<file path="config.mk">
export PLATFORM = sky130hd
export DESIGN_NAME = double_to_decimal_text_top
export DESIGN_NICKNAME = d
export VERILOG_FILES = /design/src/rtl/d2t_pkg.sv /design/src/rtl/d2t_front.sv /design/src/rtl/d2t_queue.sv /design/src/rtl/d2t_back.sv /design/src/rtl/double_to_decimal_text_top.sv
export VERILOG_INCLUDE_DIRS = /design/src /design/src/rtl
export SDC_FILE = /design/constraint.sdc
export NUM_CORES = 2
export LEC_CHECK = 0
export BUFFER_PORTS_ARGS = -buffer_cell sky130_fd_sc_hd__buf_2
export CAP_MARGIN = 20
export CORE_MARGIN = 2
export CORE_UTILIZATION = 33
export CTS_CLUSTER_DIAMETER = 40
export DETAILED_ROUTE_END_ITERATION = 7
export SYNTH_ARGS = -nofsm -noshare
export SYNTH_HDL_FRONTEND = slang
export SYNTH_SLANG_ARGS = --single-unit
</file>
<file path="constraint.sdc">
create_clock -name clk_i -period 11.62 [get_ports clk_i]
set_input_delay 2.905 -clock clk_i [delete_from_list [all_inputs] [get_ports clk_i]]
set_output_delay 2.905 -clock clk_i [all_outputs]
set_load 0.02 [all_outputs]
</file>
<file path="src/rtl/double_to_decimal_text_top_macros.svh">
// Assertion macros for the decimal text converter.
`ifndef DOUBLE_TO_DECIMAL_TEXT_TOP_MACROS_SVH
`define DOUBLE_TO_DECIMAL_TEXT_TOP_MACROS_SVH
`ifndef SYNTHESIS
`define D2T_ASSERT(lbl, prop, msg) \
  lbl: assert property (@(posedge clk_i) disable iff (!rst_ni) prop) else $error(msg);
`define D2T_ASSERT_ALWAYS(lbl, prop, msg) \
  lbl: assert property (@(posedge clk_i) prop) else $error(msg);
`else
`define D2T_ASSERT(lbl, prop, msg)
`define D2T_ASSERT_ALWAYS(lbl, prop, msg)
`endif
`endif

</file>
<file path="src/rtl/d2t_pkg.sv">
// Shared types, constants and BCD helper for the decimal text converter.
`default_nettype none
package d2t_pkg;
  localparam int MaxPrec = 15;
  localparam int PrecW   = 4;
  localparam int Digits  = 20;
  localparam int BcdW    = 4 * Digits;
  localparam int ProdW   = 103;

  localparam logic [7:0] CharZero  = 8'h30;
  localparam logic [7:0] CharMinus = 8'h2D;
  localparam logic [7:0] CharDot   = 8'h2E;
  localparam logic [7:0] CharNone  = 8'h00;

  // one classified number waiting for the back end
  typedef struct packed {
    logic               flag;
    logic               neg;
    logic [63:0]        ipart;
    logic [52:0]        mant;
    logic signed [11:0] e2;
    logic [PrecW-1:0]   prec;
  } job_t;

  // four double-dabble steps, nibble fed msb first
  function automatic logic [BcdW-1:0] dabble4(input logic [BcdW-1:0] bcd,
                                              input logic [3:0] nib);
    logic [BcdW-1:0] b;
    b = bcd;
    for (int s = 3; s >= 0; s--) begin
      for (int d = 0; d < Digits; d++) begin
        if (b[d*4 +: 4] >= 4'd5) b[d*4 +: 4] = b[d*4 +: 4] + 4'd3;
      end
      b = {b[BcdW-2:0], nib[s]};
    end
    return b;
  endfunction
endpackage
`default_nettype wire

</file>
<file path="src/rtl/d2t_front.sv">
// Front end: takes input beats and classifies the double.
`default_nettype none
module d2t_front import d2t_pkg::*; (
  input  wire logic             s_tvalid_i,
  output logic                  s_tready_o,
  input  wire logic [63:0]      s_tdata_i,
  input  wire logic [PrecW-1:0] precision_i,
  input  wire logic             q_full_i,
  output logic                  push_o,
  output job_t                  job_o
);
  logic [10:0] expo;
  logic [51:0] frac;
  logic [63:0] sig;
  logic [10:0] expo_eff;

  assign expo = s_tdata_i[62:52];
  assign frac = s_tdata_i[51:0];
  assign sig  = {11'b0, (expo != 11'd0), frac};
  assign expo_eff = (expo == 11'd0) ? 11'd1 : expo;

  assign s_tready_o = !q_full_i;
  assign push_o     = s_tvalid_i && !q_full_i;

  // classify: specials and range, sign, integer part, scaling exponent, precision clamp
  always_comb begin
    job_o.flag = (expo == 11'h7FF) || (expo >= 11'd1086);
    job_o.neg  = s_tdata_i[63] && ((expo != 11'd0) || (frac != 52'd0));
    if (expo < 11'd1023) job_o.ipart = 64'd0;
    else if (expo >= 11'd1075) job_o.ipart = sig << (expo - 11'd1075);
    else job_o.ipart = sig >> (11'd1075 - expo);
    job_o.mant = sig[52:0];
    job_o.e2   = $signed({1'b0, expo_eff}) - 12'sd1075;
    job_o.prec = (precision_i > PrecW'(MaxPrec)) ? PrecW'(MaxPrec) : precision_i;
  end
endmodule
`default_nettype wire

</file>
<file path="src/rtl/d2t_queue.sv">
// Two-entry queue of classified numbers between front and back.
`default_nettype none
module d2t_queue import d2t_pkg::*; (
  input  wire logic clk_i,
  input  wire logic rst_ni,
  input  wire logic push_i,
  input  job_t      job_i,
  output logic      full_o,
  input  wire logic pop_i,
  output logic      valid_o,
  output job_t      job_o
);
  job_t       slot_q [2];
  logic       wr_q, rd_q;
  logic [1:0] cnt_q;
  logic       do_push, do_pop;

  assign full_o  = (cnt_q == 2'd2);
  assign valid_o = (cnt_q != 2'd0);
  assign job_o   = slot_q[rd_q];
  assign do_push = push_i && !full_o;
  assign do_pop  = pop_i && valid_o;

  // pointers and fill count
  always_ff @(posedge clk_i or negedge rst_ni) begin
    if (!rst_ni) begin
      wr_q  <= 1'b0;
      rd_q  <= 1'b0;
      cnt_q <= 2'd0;
    end else begin
      if (do_push) wr_q <= !wr_q;
      if (do_pop) rd_q <= !rd_q;
      cnt_q <= cnt_q + 2'(do_push) - 2'(do_pop);
    end
  end

  // storage
  always_ff @(posedge clk_i) begin
    if (do_push) slot_q[wr_q] <= job_i;
  end
endmodule
`default_nettype wire

</file>
<file path="src/rtl/d2t_back.sv">
// Back end: scaled multiply, rounding, BCD conversion and character output.
`default_nettype none
module d2t_back import d2t_pkg::*; (
  input  wire logic       clk_i,
  input  wire logic       rst_ni,
  input  wire logic       q_valid_i,
  input  job_t            job_i,
  output logic            pop_o,
  output logic            m_tvalid_o,
  input  wire logic       m_tready_i,
  output logic [7:0]      m_tdata_o,
  output logic            m_tlast_o,
  output logic            m_tuser_o
);
  typedef enum logic [3:0] {
    S_IDLE, S_MUL, S_NORM, S_ROUND, S_BCDI, S_BCDF, S_PREP,
    S_SIGN, S_INT, S_DOT, S_FRAC, S_FLAG
  } state_e;

  state_e             state_q;
  logic               neg_q;
  logic [PrecW-1:0]   prec_q, cnt_q, fi_q;
  logic signed [11:0] e2_q;
  logic [ProdW-1:0]   prod_q;
  logic [6:0]         shift_q;
  logic [63:0]        src_q, fpart_q;
  logic [BcdW-1:0]    bcd_q, bcdi_q;
  logic [3:0]         nib_q;
  logic [4:0]         di_q;
  logic               out_valid_q, out_last_q, out_flag_q;
  logic [7:0]         out_char_q;

  logic               out_free;
  logic               emit;
  logic [4:0]         ndig;
  logic               sticky, rnd, carry, ovf;
  logic [53:0]        r54;
  logic [52:0]        rsig;
  logic signed [12:0] e2v, nsh;
  logic [63:0]        fpart;
  logic [BcdW-1:0]    bcd_nx;

  assign out_free = !out_valid_q || m_tready_i;
  assign pop_o    = (state_q == S_IDLE) && q_valid_i;
  assign bcd_nx   = dabble4(bcd_q, src_q[63:60]);

  // a new beat is loaded into the output register this cycle
  assign emit = out_free && ((state_q == S_SIGN) || (state_q == S_INT) ||
                             (state_q == S_DOT) || (state_q == S_FRAC) ||
                             (state_q == S_FLAG));

  // leading digit of the integer part
  always_comb begin
    ndig = 5'd0;
    for (int d = 0; d < Digits; d++) begin
      if (bcdi_q[d*4 +: 4] != 4'd0) ndig = 5'(d);
    end
  end

  // round the normalized product to 53 bits, then truncate to integer
  always_comb begin
    sticky = |prod_q[48:0];
    rnd    = prod_q[49] && (prod_q[50] || sticky);
    r54    = {1'b0, prod_q[102:50]} + 54'(rnd);
    carry  = r54[53];
    rsig   = carry ? r54[53:1] : r54[52:0];
    e2v    = $signed({e2_q[11], e2_q}) + 13'sd50 - $signed({6'b0, shift_q})
             + $signed({12'b0, carry});
    ovf    = (e2v > 13'sd10);
    nsh    = -e2v;
    if (!e2v[12]) fpart = {11'b0, rsig} << e2v[3:0];
    else if (nsh > 13'sd63) fpart = 64'd0;
    else fpart = {11'b0, rsig} >> nsh[5:0];
  end

  // sequencer and output register
  always_ff @(posedge clk_i or negedge rst_ni) begin
    if (!rst_ni) begin
      state_q     <= S_IDLE;
      neg_q       <= 1'b0;
      prec_q      <= '0;
      cnt_q       <= '0;
      fi_q        <= '0;
      e2_q        <= '0;
      prod_q      <= '0;
      shift_q     <= '0;
      src_q       <= '0;
      fpart_q     <= '0;
      bcd_q       <= '0;
      bcdi_q      <= '0;
      nib_q       <= '0;
      di_q        <= '0;
      out_valid_q <= 1'b0;
      out_last_q  <= 1'b0;
      out_flag_q  <= 1'b0;
      out_char_q  <= '0;
    end else begin
      if (m_tready_i && !emit) out_valid_q <= 1'b0;
      case (state_q)
        S_IDLE: begin
          if (q_valid_i) begin
            neg_q   <= job_i.neg;
            prec_q  <= job_i.prec;
            cnt_q   <= job_i.prec;
            e2_q    <= job_i.e2;
            prod_q  <= ProdW'(job_i.mant);
            shift_q <= '0;
            src_q   <= job_i.ipart;
            bcd_q   <= '0;
            nib_q   <= '0;
            if (job_i.flag) state_q <= S_FLAG;
            else if (job_i.prec == '0) state_q <= S_BCDI;
            else state_q <= S_MUL;
          end
        end
        S_MUL: begin
          if (cnt_q != '0) begin
            prod_q <= (prod_q << 3) + (prod_q << 1);
            cnt_q  <= cnt_q - 1'b1;
          end else begin
            state_q <= S_NORM;
          end
        end
        S_NORM: begin
          if (prod_q == '0) begin
            fpart_q <= '0;
            state_q <= S_BCDI;
          end else if (prod_q[102:95] == 8'd0) begin
            prod_q  <= prod_q << 8;
            shift_q <= shift_q + 7'd8;
          end else if (!prod_q[102]) begin
            prod_q  <= prod_q << 1;
            shift_q <= shift_q + 7'd1;
          end else begin
            state_q <= S_ROUND;
          end
        end
        S_ROUND: begin
          fpart_q <= fpart;
          state_q <= ovf ? S_FLAG : S_BCDI;
        end
        S_BCDI: begin
          bcd_q <= bcd_nx;
          src_q <= src_q << 4;
          nib_q <= nib_q + 4'd1;
          if (nib_q == 4'd15) begin
            bcdi_q <= bcd_nx;
            if (prec_q != '0) begin
              src_q   <= fpart_q;
              bcd_q   <= '0;
              state_q <= S_BCDF;
            end else begin
              state_q <= S_PREP;
            end
          end
        end
        S_BCDF: begin
          bcd_q <= bcd_nx;
          src_q <= src_q << 4;
          nib_q <= nib_q + 4'd1;
          if (nib_q == 4'd15) state_q <= S_PREP;
        end
        S_PREP: begin
          di_q    <= ndig;
          state_q <= neg_q ? S_SIGN : S_INT;
        end
        S_SIGN: begin
          if (out_free) begin
            out_valid_q <= 1'b1;
            out_char_q  <= CharMinus;
            out_last_q  <= 1'b0;
            out_flag_q  <= 1'b0;
            state_q     <= S_INT;
          end
        end
        S_INT: begin
          if (out_free) begin
            out_valid_q <= 1'b1;
            out_char_q  <= CharZero + {4'b0, bcdi_q[di_q*4 +: 4]};
            out_last_q  <= (di_q == 5'd0) && (prec_q == '0);
            out_flag_q  <= 1'b0;
            if (di_q != 5'd0) di_q <= di_q - 5'd1;
            else state_q <= (prec_q != '0) ? S_DOT : S_IDLE;
          end
        end
        S_DOT: begin
          if (out_free) begin
            out_valid_q <= 1'b1;
            out_char_q  <= CharDot;
            out_last_q  <= 1'b0;
            out_flag_q  <= 1'b0;
            fi_q        <= prec_q - 1'b1;
            state_q     <= S_FRAC;
          end
        end
        S_FRAC: begin
          if (out_free) begin
            out_valid_q <= 1'b1;
            out_char_q  <= CharZero + {4'b0, bcd_q[fi_q*4 +: 4]};
            out_last_q  <= (fi_q == '0);
            out_flag_q  <= 1'b0;
            if (fi_q != '0) fi_q <= fi_q - 1'b1;
            else state_q <= S_IDLE;
          end
        end
        S_FLAG: begin
          if (out_free) begin
            out_valid_q <= 1'b1;
            out_char_q  <= CharNone;
            out_last_q  <= 1'b1;
            out_flag_q  <= 1'b1;
            state_q     <= S_IDLE;
          end
        end
        default: state_q <= S_IDLE;
      endcase
    end
  end

  assign m_tvalid_o = out_valid_q;
  assign m_tdata_o  = out_char_q;
  assign m_tlast_o  = out_last_q;
  assign m_tuser_o  = out_flag_q;
endmodule
`default_nettype wire

</file>
<file path="src/rtl/double_to_decimal_text_top.sv">
// Top level of the double to decimal text converter.
//
//  channel   dir  carries
//  s_axis    in   tdata[63:0] value_bits
//  m_axis    out  tdata[7:0] out_char, tlast last_char, tuser out_of_range
//  cfg       in   cfg_wdata_i[3:0] precision, written when cfg_we_i is high
//
// Each number runs a serial x10 loop, normalization and rounding, an integer
// and a fractional BCD pass, then one character per output beat; with
// precision 0 the loop, normalizing, rounding and fraction pass are skipped.
// A two-entry queue lets the front take new beats while the back works.
// Flagged numbers leave after the load or rounding step as a single beat.
// Reset is asynchronous active low; precision resets to 6.
`default_nettype none
`include "double_to_decimal_text_top_macros.svh"
module double_to_decimal_text_top import d2t_pkg::*; (
  input  wire logic             clk_i,
  input  wire logic             rst_ni,
  input  wire logic             s_axis_tvalid_i,
  output logic                  s_axis_tready_o,
  input  wire logic [63:0]      s_axis_tdata_i,   // [63:0] value_bits
  output logic                  m_axis_tvalid_o,
  input  wire logic             m_axis_tready_i,
  output logic [7:0]            m_axis_tdata_o,   // [7:0] out_char
  output logic                  m_axis_tlast_o,
  output logic                  m_axis_tuser_o,   // [0] out_of_range
  input  wire logic             cfg_we_i,
  input  wire logic [PrecW-1:0] cfg_wdata_i
);
  logic [PrecW-1:0] prec_q;
  logic             q_full, q_push, q_pop, q_valid;
  job_t             job_in, job_out;

  // precision register
  always_ff @(posedge clk_i or negedge rst_ni) begin
    if (!rst_ni) prec_q <= PrecW'(6);
    else if (cfg_we_i) prec_q <= cfg_wdata_i;
  end

  d2t_front u_front (
    .s_tvalid_i (s_axis_tvalid_i),
    .s_tready_o (s_axis_tready_o),
    .s_tdata_i  (s_axis_tdata_i),
    .precision_i(prec_q),
    .q_full_i   (q_full),
    .push_o     (q_push),
    .job_o      (job_in)
  );

  d2t_queue u_queue (
    .clk_i  (clk_i),
    .rst_ni (rst_ni),
    .push_i (q_push),
    .job_i  (job_in),
    .full_o (q_full),
    .pop_i  (q_pop),
    .valid_o(q_valid),
    .job_o  (job_out)
  );

  d2t_back u_back (
    .clk_i     (clk_i),
    .rst_ni    (rst_ni),
    .q_valid_i (q_valid),
    .job_i     (job_out),
    .pop_o     (q_pop),
    .m_tvalid_o(m_axis_tvalid_o),
    .m_tready_i(m_axis_tready_i),
    .m_tdata_o (m_axis_tdata_o),
    .m_tlast_o (m_axis_tlast_o),
    .m_tuser_o (m_axis_tuser_o)
  );

  // a range flag beat is a lone final beat with a null character
  `D2T_ASSERT(a_flag_lone, m_axis_tvalid_o && m_axis_tuser_o |-> m_axis_tlast_o && m_axis_tdata_o == CharNone, "flag beat malformed")
  // ordinary beats carry only digits, minus or dot
  `D2T_ASSERT(a_char_legal, m_axis_tvalid_o && !m_axis_tuser_o |-> (m_axis_tdata_o >= CharZero && m_axis_tdata_o <= 8'h39) || m_axis_tdata_o == CharMinus || m_axis_tdata_o == CharDot, "illegal character")
  // a minus is never the last character
  `D2T_ASSERT(a_minus_not_last, m_axis_tvalid_o && m_axis_tdata_o == CharMinus |-> !m_axis_tlast_o, "text ends in minus")
  // reset leaves the output not valid
  `D2T_ASSERT_ALWAYS(a_rst_quiet, !rst_ni |=> !m_axis_tvalid_o, "output valid in reset")
endmodule
`default_nettype wire

</file>
==> impl_metrics.xml <==
<?xml version="1.0" encoding="UTF-8"?>
<metrics>
  <group name="pwr">
    <metric name="comb_power_share" unit="%">67.2</metric>
    <metric name="power_switching_share" unit="%">54.4</metric>
    <metric name="clockPowerShare" unit="%">14.8</metric>
    <metric name="switching_power" unit="mW">12.6</metric>
    <metric name="power_report.internal_total" unit="mW">10.5</metric>
    <metric name="power.share.sequential" unit="%">18.0</metric>
    <metric name="power.leakage" unit="nW">26.7</metric>
    <metric name="ir_worst_vdd" unit="mV">0.580</metric>
    <metric name="power" unit="mW">23.1</metric>
    <metric name="power_per_cell_area" unit="mW/mm²">343</metric>
  </group>
  <group name="cts">
    <metric name="cts_inserted_buffers" unit="">111</metric>
    <metric name="cts_tree" unit="">yes</metric>
    <metric name="post_cts_hold_buffer_count" unit="">0</metric>
    <metric name="cts.reportedPaths.clkPinSlew" unit="ps">60</metric>
    <metric name="clk_root_buffer_cell" unit="">sky130_fd_sc_hd__clkbuf_16</metric>
    <metric name="cts.path.max_buffers" unit="">3</metric>
    <metric name="htree_num_levels" unit="">3</metric>
    <metric name="clkSinkCount" unit="">723</metric>
    <metric name="cts_setup_buffers" unit="">0</metric>
    <metric name="cts-resized-gates" unit="">0</metric>
    <metric name="worstSkewPairLatency" unit="ps">740</metric>
  </group>
  <group name="grt">
    <metric name="grt_pass1_wl" unit="µm">340000</metric>
    <metric name="number_of_global_route_vias_before_repair" unit="">53700</metric>
    <metric name="grt_overflow" unit="">0</metric>
    <metric name="groute.usage.overall" unit="%">23.2</metric>
    <metric name="pin_count_of_the_biggest_net_entering_global_routing" unit="">141</metric>
    <metric name="grt_antenna_before_repair" unit="">10</metric>
  </group>
  <group name="yosys">
    <metric name="synth_seq_area_share" unit="%">31.9</metric>
    <metric name="synth_area" unit="mm²">0.0610</metric>
    <metric name="synth_warnings" unit="">0</metric>
    <metric name="syn-mean-instance-area" unit="µm²">8.69</metric>
    <metric name="syn-instance-count" unit="">7014</metric>
    <metric name="yosys.cell_types.count" unit="">107</metric>
    <metric name="synth_ff_type" unit="">sky130_fd_sc_hd__dfrtp_1</metric>
    <metric name="proportion_of_register_bits_with_asynchronous_set_or_reset_after_synthesis" unit="%">62.7</metric>
    <metric name="synth-seq-cells" unit="">723</metric>
    <metric name="number_of_enable_flip_flop_cells_after_synthesis" unit="">270</metric>
  </group>
  <group name="timing">
    <metric name="finalHoldViolations" unit="">0</metric>
    <metric name="timing_worst_slew_pin_value" unit="ps">1190</metric>
    <metric name="setup_repair_after_global_routing_missed_its_margin" unit="">no</metric>
    <metric name="slew_viol_final" unit="">0</metric>
    <metric name="clock-skew-final" unit="ps">47.5</metric>
    <metric name="max-slew-margin-rel" unit="%">18.7</metric>
    <metric name="layout_min_cycle_time" unit="ps">7560</metric>
    <metric name="fin_tns_setup" unit="ps">0</metric>
    <metric name="fmax" unit="MHz">132</metric>
    <metric name="setup_violations" unit="">0</metric>
    <metric name="min_period_over_period" unit="%">65.0</metric>
  </group>
  <group name="floorplanning">
    <metric name="die_height" unit="µm">434</metric>
    <metric name="die_x" unit="µm">434</metric>
    <metric name="placeableCoreArea" unit="mm²">0.183</metric>
    <metric name="initial_utilization" unit="%">33.3</metric>
    <metric name="fp.dieArea" unit="mm²">0.188</metric>
    <metric name="ioPinCount" unit="">85</metric>
    <metric name="fp-row-count" unit="">157</metric>
  </group>
  <group name="finish">
    <metric name="seqCellArea" unit="mm²">0.0194</metric>
    <metric name="filler_cell_count" unit="">18400</metric>
    <metric name="final_cell_count_no_fill" unit="">9372</metric>
    <metric name="flow.area_growth_from_synthesis" unit="%">10.5</metric>
    <metric name="proportion_of_layout_cells_with_a_drive_suffix_above_1" unit="%">11.4</metric>
    <metric name="layout.cells.most_common_list" unit="">734 x sky130_fd_sc_hd__nand2_1, 624 x sky130_fd_sc_hd__a21oi_1, 592 x sky130_fd_sc_hd__o21ai_0</metric>
    <metric name="multi_input_combinational_cell_area" unit="mm²">0.0390</metric>
    <metric name="finish.net_count" unit="">7182</metric>
    <metric name="final_common_cell" unit="">sky130_fd_sc_hd__nand2_1</metric>
  </group>
  <group name="detailed_routing">
    <metric name="route.vias.total" unit="">56800</metric>
    <metric name="drt_pass1_iterations" unit="">8</metric>
    <metric name="post_drt_wl_per_cell" unit="µm">24.0</metric>
    <metric name="number_of_drc_markers_after_the_initial_detailed_route_iteration" unit="">6957</metric>
    <metric name="postRouteAntennaNets" unit="">0</metric>
    <metric name="drt-total-wl" unit="µm">225000</metric>
    <metric name="drc" unit="">11</metric>
    <metric name="vias_per_cell" unit="">6.06</metric>
  </group>
  <group name="setup_path">
    <metric name="crit_required" unit="ps">12040</metric>
    <metric name="cp.buffers_inverters" unit="">4</metric>
    <metric name="timing.setup.critical_path_class" unit="">input port to register</metric>
    <metric name="crit_top_cell" unit="">sky130_fd_sc_hd__buf_4</metric>
    <metric name="cpLargestDelayFamily" unit="">buffers and inverters</metric>
    <metric name="max_stage_delay" unit="ps">770</metric>
    <metric name="critical-path-slowest-cell" unit="">sky130_fd_sc_hd__buf_4</metric>
    <metric name="crit_path_end_kind" unit="">register</metric>
    <metric name="path_cells" unit="">buf_4 &gt; buf_4 &gt; clkinv_1 &gt; ha_2 &gt; buf_4 &gt; mux4_2 &gt; and2_1 &gt; o21ai_0 &gt; o21ai_0 &gt; a21oi_1 &gt; o22ai_1</metric>
    <metric name="crit_fanout" unit="">78</metric>
    <metric name="crit_arrival" unit="ps">7980</metric>
    <metric name="startpoint_type" unit="">input port</metric>
  </group>
  <group name="placement">
    <metric name="dp.final_hpwl" unit="µm">166000</metric>
    <metric name="gpl_wtd_cong" unit="">1.01</metric>
    <metric name="port_buffers" unit="">82</metric>
    <metric name="dp_cells" unit="">9160</metric>
  </group>
  <group name="status">
    <metric name="status" unit="">finished with violations</metric>
    <metric name="violated_checks" unit="">DRC</metric>
  </group>
  <group name="job">
    <metric name="timing.max_cap.violations" unit="">0</metric>
  </group>
  <group name="worst_hold_path">
    <metric name="hold_crit_path_type" unit="">register to register</metric>
  </group>
</metrics>
## synthesized netlist by cell type (55+ instances only)
| cell | number | area, µm² |
|---|---|---|
| sky130_fd_sc_hd__dfrtp_1 | 451 | 11300 |
| sky130_fd_sc_hd__nor3_1 | 114 | 571 |
| sky130_fd_sc_hd__inv_1 | 224 | 841 |
| sky130_fd_sc_hd__mux2i_1 | 344 | 3440 |
| sky130_fd_sc_hd__o21a_1 | 55 | 413 |
| sky130_fd_sc_hd__a21o_1 | 69 | 518 |
| sky130_fd_sc_hd__nand4_1 | 87 | 544 |
| sky130_fd_sc_hd__xor2_1 | 77 | 674 |
| sky130_fd_sc_hd__a222oi_1 | 107 | 1070 |
| sky130_fd_sc_hd__a22oi_1 | 73 | 548 |
| sky130_fd_sc_hd__mux2_2 | 201 | 2260 |
| sky130_fd_sc_hd__nand2b_1 | 91 | 569 |
| sky130_fd_sc_hd__o22ai_1 | 65 | 407 |
| sky130_fd_sc_hd__a21oi_1 | 624 | 3120 |
| sky130_fd_sc_hd__nor4_1 | 78 | 488 |
| sky130_fd_sc_hd__a211oi_1 | 95 | 713 |
| sky130_fd_sc_hd__nand2_1 | 735 | 2760 |
| sky130_fd_sc_hd__nor3b_1 | 59 | 443 |
| sky130_fd_sc_hd__ha_1 | 297 | 3720 |
| sky130_fd_sc_hd__nor2_1 | 556 | 2090 |
| sky130_fd_sc_hd__mux4_2 | 114 | 2570 |
| sky130_fd_sc_hd__nand3_1 | 133 | 666 |
| sky130_fd_sc_hd__edfxtp_1 | 270 | 8110 |
| sky130_fd_sc_hd__o21ai_0 | 592 | 2960 |
| sky130_fd_sc_hd__clkbuf_1 | 382 | 1430 |
| sky130_fd_sc_hd__nor2b_1 | 67 | 419 |
| sky130_fd_sc_hd__o211ai_1 | 66 | 495 |
| sky130_fd_sc_hd__xnor2_1 | 185 | 1620 |
## sequential cells by signal (all words and copies together), names as in the netlist, 5 cells and up
signal,count
u_back.shift_q,7
u_back.m_tdata_o,6
u_back.e2_q,12
u_back.bcdi_q,80
u_back.fpart_q,64
u_back.di_q,5
u_back.src_q,64
u_back.bcd_q,80
u_back.prod_q,103
u_queue.slot_q,270
## metal layers
| metal | wire length [µm] | GRT usage (%) | vias up |
|---|---|---|---|
| met3 | 18700 | 3.99 | 462 |
| met2 | 100000 | 35.9 | 2611 |
| met4 | 9030 | 9.01 | 4 |
| li1 | - | - | 25900 |
| met5 | 33 | 0 | - |
| met1 | 97400 | 32.1 | 27800 |
## metrics by stage
stage | hold slack [ps] | setup slack (ps) | cell area (µm²) | util (%)
finish | 500 | 4060 | 67400 | 36.8
detailed placement | 490 | 3380 | 63500 | 34.7
global route | 524 | 3820 | 67400 | 36.8
CTS | 502 | 4150 | 67300 | 36.7
global placement | 467 | 3450 | 63500 | 34.7
floorplan | 438 | 2380 | 61000 | -
## cell families after synthesis
kind of cell               share of synthesized area, %
AOI/OAI and AO/OA                                  23.2
and+or+nand+nor                                    16.7
DFF                                                31.9
buffers and inverters                              4.64
muxes                                              13.6
adders and majority gates                          6.16
xor gates and xnor gates                           3.76
other                                           0.00615
## power groups by stage
stage / sequential (mW) / combinational, mW / clock, mW
floorplan: 3.76 / 10.7 / 0
global placement: 4.16 / 14.9 / 0
detailed placement: 4.18 / 15.0 / 0
CTS: 4.14 / 15.1 / 3.45
global route: 4.23 / 16.5 / 3.57
finish: 4.17 / 15.5 / 3.41
## worst paths after layout
path                                    startpoint                     to  depth (start not counted)  slack [ps]
worst max-delay path            s_axis_tdata_i[52]  u_queue.slot_q[0][98]                         11        4060
worst min-delay path                u_back.e2_q[5]         u_back.e2_q[5]                          2         500
worst max register to register   u_back.prod_q[53]     u_back.fpart_q[21]                         20        4310
worst min register to register      u_back.e2_q[5]         u_back.e2_q[5]                          2         500
max in group asynchronous                   rst_ni       u_back.prod_q[3]                          3        7170
min in group asynchronous                   rst_ni      u_back.bcdi_q[74]                          1        2300
## worst reg2reg max path, delay by kind of cell (launching register included)
family / cells / cell delay [ps]
adder cells (fa/ha/maj): 3 / 1310
multiplexers: 3 / 760
XOR/XNOR: 1 / 150
flip-flops: 1 / 690
buffers and inverters: 4 / 1820
AND/OR/NAND/NOR: 5 / 1320
AO/OA/AOI/OAI: 4 / 1170
## final cells by class
cell class | count | area share, %
inverter | 229 | 1.28
tap | 2464 | 4.58
timing repair buffer | 175 | 1.72
multi-input combinational | 5570 | 57.9
clock buffer | 135 | 4.36
sequential | 723 | 28.9
clock inverter | 72 | 1.29
antenna | 4 | 0.0149
No activity file was read; power rests on OpenSTA's default activity.
